--- src/sv/cras_pkg.sv ---
// Shared constants, types and word functions of the contiguous run slot allocator.
`default_nettype none
package cras_pkg;

  localparam int WORD_W   = 32;
  localparam int OFS_W    = 5;
  localparam int OP_W     = 2;
  localparam int LEN_W    = 13;
  localparam int IDX_IN_W = 12;
  localparam int STAT_W   = 2;
  localparam int LIMIT_W  = 13;
  localparam int MARK_W   = 13;

  localparam logic [LIMIT_W-1:0] LIMIT_RESET = 13'hE00;

  localparam logic [OP_W-1:0] OP_ALLOC = 2'd0;
  localparam logic [OP_W-1:0] OP_FREE  = 2'd1;
  localparam logic [OP_W-1:0] OP_CLEAR = 2'd2;

  localparam logic [STAT_W-1:0] ST_OK      = 2'd0;
  localparam logic [STAT_W-1:0] ST_ZERO    = 2'd1;
  localparam logic [STAT_W-1:0] ST_EXHAUST = 2'd2;

  typedef struct packed {
    logic             hit;
    logic             hit_lead;
    logic [OFS_W-1:0] int_start;
    logic             any_used;
    logic [OFS_W-1:0] last_used;
  } cras_eval_t;

  function automatic logic [WORD_W-1:0] span_mask(input logic [OFS_W-1:0] lo,
                                                  input logic [OFS_W:0]   hi);
    logic [WORD_W-1:0] m;
    m = '0;
    for (int j = 0; j < WORD_W; j++) begin
      m[j] = ((OFS_W+1)'(j) >= {1'b0, lo}) && ((OFS_W+1)'(j) < hi);
    end
    return m;
  endfunction

  // bit j set when the c bits ending at j are all free
  function automatic logic [WORD_W-1:0] run_end_mask(input logic [WORD_W-1:0] f,
                                                     input logic [OFS_W:0]    c);
    logic [WORD_W-1:0] e;
    logic [WORD_W-1:0] p;
    logic [OFS_W:0]    a;
    e = '1;
    p = f;
    a = '0;
    for (int k = 0; k <= OFS_W; k++) begin
      if (c[k]) begin
        e = e & (p << a);
        a = a + (OFS_W+1)'(1 << k);
      end
      p = p & (p << (1 << k));
    end
    return e;
  endfunction

endpackage
`default_nettype wire

--- src/sv/cras_word_eval.sv ---
// First-fit evaluation of one bitmap word inside the scan window.
`default_nettype none
module cras_word_eval #(
  parameter int RUN_W = 13
) (
  input  wire logic [cras_pkg::WORD_W-1:0] used,
  input  wire logic [cras_pkg::OFS_W-1:0]  lo,
  input  wire logic [cras_pkg::OFS_W:0]    hi,
  input  wire logic [RUN_W-1:0]            run,
  input  wire logic [cras_pkg::LEN_W-1:0]  count,
  output cras_pkg::cras_eval_t             ev
);
  import cras_pkg::*;

  localparam int SW = ((RUN_W > LEN_W) ? RUN_W : LEN_W) + 1;

  logic [WORD_W-1:0] win;
  logic [WORD_W-1:0] fmask;
  logic [WORD_W-1:0] umask;
  logic [WORD_W-1:0] emask;
  logic [OFS_W-1:0]  first_used;
  logic [OFS_W-1:0]  last_used;
  logic [OFS_W-1:0]  int_end;
  logic [OFS_W:0]    lead;
  logic [OFS_W:0]    int_tmp;
  logic              any_used;
  logic              short_run;
  logic              hit_lead;
  logic              hit_int;

  assign win      = span_mask(lo, hi);
  assign fmask    = ~used & win;
  assign umask    = used & win;
  assign any_used = |umask;

  always_comb begin
    first_used = '0;
    for (int j = WORD_W - 1; j >= 0; j--) begin
      if (umask[j]) begin
        first_used = OFS_W'(j);
      end
    end
  end

  always_comb begin
    last_used = '0;
    for (int j = 0; j < WORD_W; j++) begin
      if (umask[j]) begin
        last_used = OFS_W'(j);
      end
    end
  end

  assign lead     = any_used ? ({1'b0, first_used} - {1'b0, lo}) : (hi - {1'b0, lo});
  assign hit_lead = (SW'(run) + SW'(lead)) >= SW'(count);

  assign short_run = count <= LEN_W'(WORD_W);
  assign emask     = (any_used && short_run) ? run_end_mask(fmask, count[OFS_W:0]) : '0;
  assign hit_int   = |emask;

  always_comb begin
    int_end = '0;
    for (int j = WORD_W - 1; j >= 0; j--) begin
      if (emask[j]) begin
        int_end = OFS_W'(j);
      end
    end
  end

  assign int_tmp = {1'b0, int_end} + (OFS_W+1)'(1) - count[OFS_W:0];

  assign ev.hit       = hit_lead || hit_int;
  assign ev.hit_lead  = hit_lead;
  assign ev.int_start = int_tmp[OFS_W-1:0];
  assign ev.any_used  = any_used;
  assign ev.last_used = last_used;

endmodule
`default_nettype wire

--- config.mk ---
export PLATFORM = sky130hd
export DESIGN_NAME = cras_word_eval
export DESIGN_NICKNAME = d
export VERILOG_FILES = /design/src/sv/cras_pkg.sv /design/src/sv/cras_word_eval.sv
export SDC_FILE = /design/constraint.sdc
export NUM_CORES = 1
export LEC_CHECK = 0
export ABC_AREA = 1
export BUFFER_PORTS_ARGS = -buffer_cell sky130_fd_sc_hd__buf_2
export CAP_MARGIN = 20
export CORE_ASPECT_RATIO = 1.4
export CORE_MARGIN = 2
export CORE_UTILIZATION = 59
export DETAILED_ROUTE_END_ITERATION = 6
export PLACE_DENSITY = 0.83
export SLEW_MARGIN = 25
export SYNTH_ARGS = -nofsm -noshare
export SYNTH_HDL_FRONTEND = slang
export SYNTH_SLANG_ARGS = --single-unit
--- constraint.sdc ---
create_clock -name vclk -period 9.7
set_input_delay 0.97 -clock vclk [all_inputs]
set_output_delay 0.97 -clock vclk [all_outputs]
set_load 0.02 [all_outputs]
* Word-level counts from Yosys, hierarchy flattened
Cells that the tools add are included.
** Storage, ports and cells
- Input bits :: 69
- Output and inout port bits :: 13
- Register bits after elaboration :: 0
** Operators by class
- Shifts and indexed selects :: 5
- Add/sub/neg operators :: 9
- $lt $le $gt $ge :: 65
- Bitwise operators :: 13
- Reduce and logical (&&, ||, !) cells :: 35
- Multiplexer cells :: 108
** Operators with widths (number)
- two-way mux 5 bit :: 94
- AND 32 bit :: 12
- two-way mux 32 bit :: 7
- left shift 32 x 6 -> 32 bit :: 5
- < comparator 5 x 6 -> 1 bit (first input constant) :: 16
- >= comparator 5 bit (first input constant) :: 15
- OR reduction 32 bit :: 2
- < comparator 4 x 6 -> 1 bit (first input constant) :: 8
- >= comparator 4 x 5 -> 1 bit (first input constant) :: 8
- logical AND 1 bit :: 32
- NOT 32 bit :: 1
- two-way mux 6 bit :: 5
- < comparator 3 x 6 -> 1 bit (first input constant) :: 4
- >= comparator 3 x 5 -> 1 bit (first input constant) :: 4
- adder 13 x 6 -> 14 bit :: 1
- >= comparator 14 x 13 -> 1 bit :: 1
- less-or-equal comparator 13 x 6 -> 1 bit (second input constant) :: 1
- < comparator 1 x 6 -> 1 bit (first input constant) :: 2
- < comparator 2 x 6 -> 1 bit (first input constant) :: 2
- >= comparator 1 x 5 -> 1 bit (first input constant) :: 2
- >= comparator 2 x 5 -> 1 bit (first input constant) :: 2
- adder 6 x 2 -> 6 bit (second input constant) :: 1
- adder 6 x 3 -> 6 bit (second input constant) :: 1
- adder 6 x 4 -> 6 bit (second input constant) :: 1
- 7 further kinds :: 8

* Depth between registers and ports, before layout
- Word-level depth :: 50
- Mapped depth :: 56
- Mapped depth without buffers :: 55

* Worst setup path after synthesis
No wires, ideal clock.
- Kind :: input to output
- From :: in hi[3] in the netlist's numbering
- To :: out ev[12] in the netlist's numbering
- Slack :: 2.069 ns
- Required time :: 8.730 ns
- Arrival :: 6.661 ns
- Stages :: 52
- Cells stage by stage :: buf_2 -> nand2_1 -> o21ai_1 -> buf_2 -> nand4_1 -> a31oi_1 -> o21ai_0 -> nand2_1 -> a21boi_0 -> o21ai_0 -> nand2_1 -> nand2_1 -> nand2_1 -> nand2_1 -> nand2_1 -> nand2_1 -> nand2_1 -> nand2_1 -> (+16 left out) -> o21ai_0 -> xor2_1 -> ha_1 -> inv_1 -> o21bai_1 -> nand2_1 -> a21oi_1 -> and3_1 -> nand2_1 -> nor2_1 -> xnor2_1 -> inv_1 -> ha_1 -> a21oi_1 -> o21ai_0 -> nand2_1 -> nand2_1 -> or3b_2
** RTL lines
- start: declaration :: line cras_word_eval.sv:8 : input wire logic [cras_pkg::OFS_W:0] hi,
- end: declaration :: line cras_word_eval.sv:11 : output cras_pkg::cras_eval_t ev

==> flow_summary.toml <==
[outcome]
outcome = "finished, final reports clean"

[yosys]
synth_area_um2 = 6046
ys_warn_count = 0
synth_largest_area_cell = "nand2_1"
synth_fp_nets = 1343
synth_top_area_share_pct = 26.51
synth_common_cells = "nand2_1, nor2_1, nand3_1, inv_1, o21ai_0"
synthTopCellsByArea = "nand2_1, nand3_1, nor2_1, inv_1, ha_1"
synth_cell_types = 48
avgSynthCellArea_um2 = 4.876
synth-seq-area-share_pct = 0
synthCells = 1240
yosysMostFrequentCell = "nand2_1"

[min_path]
hp-class = "primary input to primary output"
whs_path_depth = 4
hold_start = "used[31]"
whs_endpoint = "ev[0]"

[placement]
portBuffers = 82
gp_congestion = 0.9972
place_inst = 1421
dpl.hpwl_um = 19010

[grt]
first_global_vias = 7787
globalRouteTotalUtil_pct = 41.98
grt_pass1_wl_um = 36990
grt_overflow = 0
antenna_found_initial = 0
grt_max_degree = 67

[sta]
slew_viol_final = 0
tightestPinTransition_ns = 0.7627
rsz0062_at_grt = "false"
slew_headroom_pct = 49.10
fin_setup_tns_ns = 0
finalHoldViolCount = 0
period_needed_ns = 8.898
hold_slack_ns = 2.357
clock.fmax_ghz = 0.1124
layout_worst_path_cycle_share_pct = 91.73
setup_violations = 0

[finish]
seqCellArea_um2 = 0
nClkBuffers = 0
nFillCells = 1098
fin_cells = 1421
nNetsFinal = 1391
areaGrowthSynthToFinish_pct = 7.368
fin_util_pct = 65.22
diodes = 0
n_sequential_cell = 0
drive_gt1_share_pct = 10.65

[clock_tree]
cts_hold_buf = 0
cts_resized = 0
cts_setup_buffers = 0

[pwr]
p_int_uw = 126.4
switchingPower_uw = 225.8
peakVddDrop_mv = 0.04893
power_frac_seq_pct = 0
p_clk_share_pct = 0
pwr-share-comb_pct = 100.0
p_leak_uw = 0.003347
p_sw_share_pct = 64.11
power_density_nw_per_um2 = 54.26

[die]
start_util_pct = 60.74
io_pins = 82
fp.dieW_um = 89.56
core_area_um2 = 9953
die_area_um2 = 11080
num_rows = 43
die_h_um = 123.8

[drt]
drt-vias-per-instance = 6.118
drt_iter0_markers = 1243
wl_per_cell_um = 16.55
wirelength_um = 23520
ant_nets = 0
vias = 8694
drc = 0
dr.pass1.iters = 6

[setup_path]
start_kind = "primary input"
cp_common_cell = "nand2_1"
required_ns = 8.73
slowest_stage = "o21ai_1"
path_delay_family = "simple AND/OR/NAND/NOR gates"
arrival_ns = 7.93
critical_path_class = "primary input to primary output"
worstPathMaxFanout = 11
slowest_delay_ns = 0.59
path_buf_inv = 5
end_kind = "primary output"

[job]
maxCapViolations = 0
[power by group through the flow]
stage	registers (uW)	logic, uW	clock network, uW
after detailed placement	0	345	0
after floorplan	0	254	0
final	0	352	0
after global placement	0	335	0
after CTS	0	346	0
after global routing	0	396	0
[stage by stage]
stage | setup WS [ns] | instance area (um^2) | total power, uW
finish | 0.8023 | 6491 | 352.2
global route | 0.02690 | 6491 | 396.1
CTS | 0.8448 | 6491 | 346.5
detailed placement | 0.8724 | 6491 | 344.6
global placement | 1.117 | 6491 | 334.7
floorplan | 2.069 | 6046 | 254.1
[layout make-up]
| cell class | instances | area, um^2 | share of cell area [%] |
|---|---|---|---|
| multi-input cells | 1070 | 5379 | 82.86 |
| inverters | 126 | 473.0 | 7.286 |
| well taps | 135 | 168.9 | 2.602 |
| repair buffers | 90 | 470.5 | 7.247 |
[layer usage]
layer | global-route usage (%) | part of all wire (%)
met2 | 71.14 | 48
met4 | 20.24 | 5.7
met3 | 4.838 | 8.4
met5 | 0 | 0
met1 | 51.69 | 38
[cells in the final DEF (no fill, tap or decap), types with 2 or more instances in the layout]
cell type	count
nand2_2	6
nor3_1	8
a32oi_1	3
a31oi_1	8
a22oi_1	6
nand3_2	2
nand3_1	136
nand4_2	3
nor2_2	16
xor2_1	13
o21bai_1	4
o21ai_1	15
a211oi_1	2
o21ai_4	2
o2111ai_1	10
nand2_1	427
o22ai_1	9
inv_1	115
o211ai_1	6
o31ai_1	9
buf_2	82
xnor2_1	5
buf_4	8
nor4_1	2
nand3b_1	10
o21a_1	4
nand4_1	37
a221oi_1	7
o21ai_2	6
nor2_1	147
fa_1	3
o21ai_0	70
clkinv_1	3
a21boi_0	7
inv_2	8
ha_1	31
a21oi_1	48
[cells by family (layout without fill, tap and decap cells)]
kind of cell | after synthesis | after routing | synth area share (%)
simple gates | 800 | 800 | 56.85
compound gates | 218 | 218 | 22.10
xor+xnor | 18 | 18 | 2.608
buf+inv | 170 | 216 | 11.03
fa+ha+maj | 34 | 34 | 7.409
[tightest hold or removal path: stages]
cell     delay (ns)
buf_2          0.11
nand2_1        0.08
nand2_1        0.07
buf_2          0.16
[how the worst max path moves through the flow]
stage	end	start	depth (start not counted)	slack (ns)
4_1_cts	ev[12]	hi[2]	52	0.84
2_1_floorplan	ev[12]	hi[3]	52	2.07
5_1_grt	ev[12]	hi[2]	52	0.03
3_3_place_gp	ev[12]	hi[2]	52	1.12
3_5_place_dp	ev[12]	hi[2]	52	0.87
6_report	ev[12]	hi[2]	52	0.80
(Power assumes the default switching activity.)
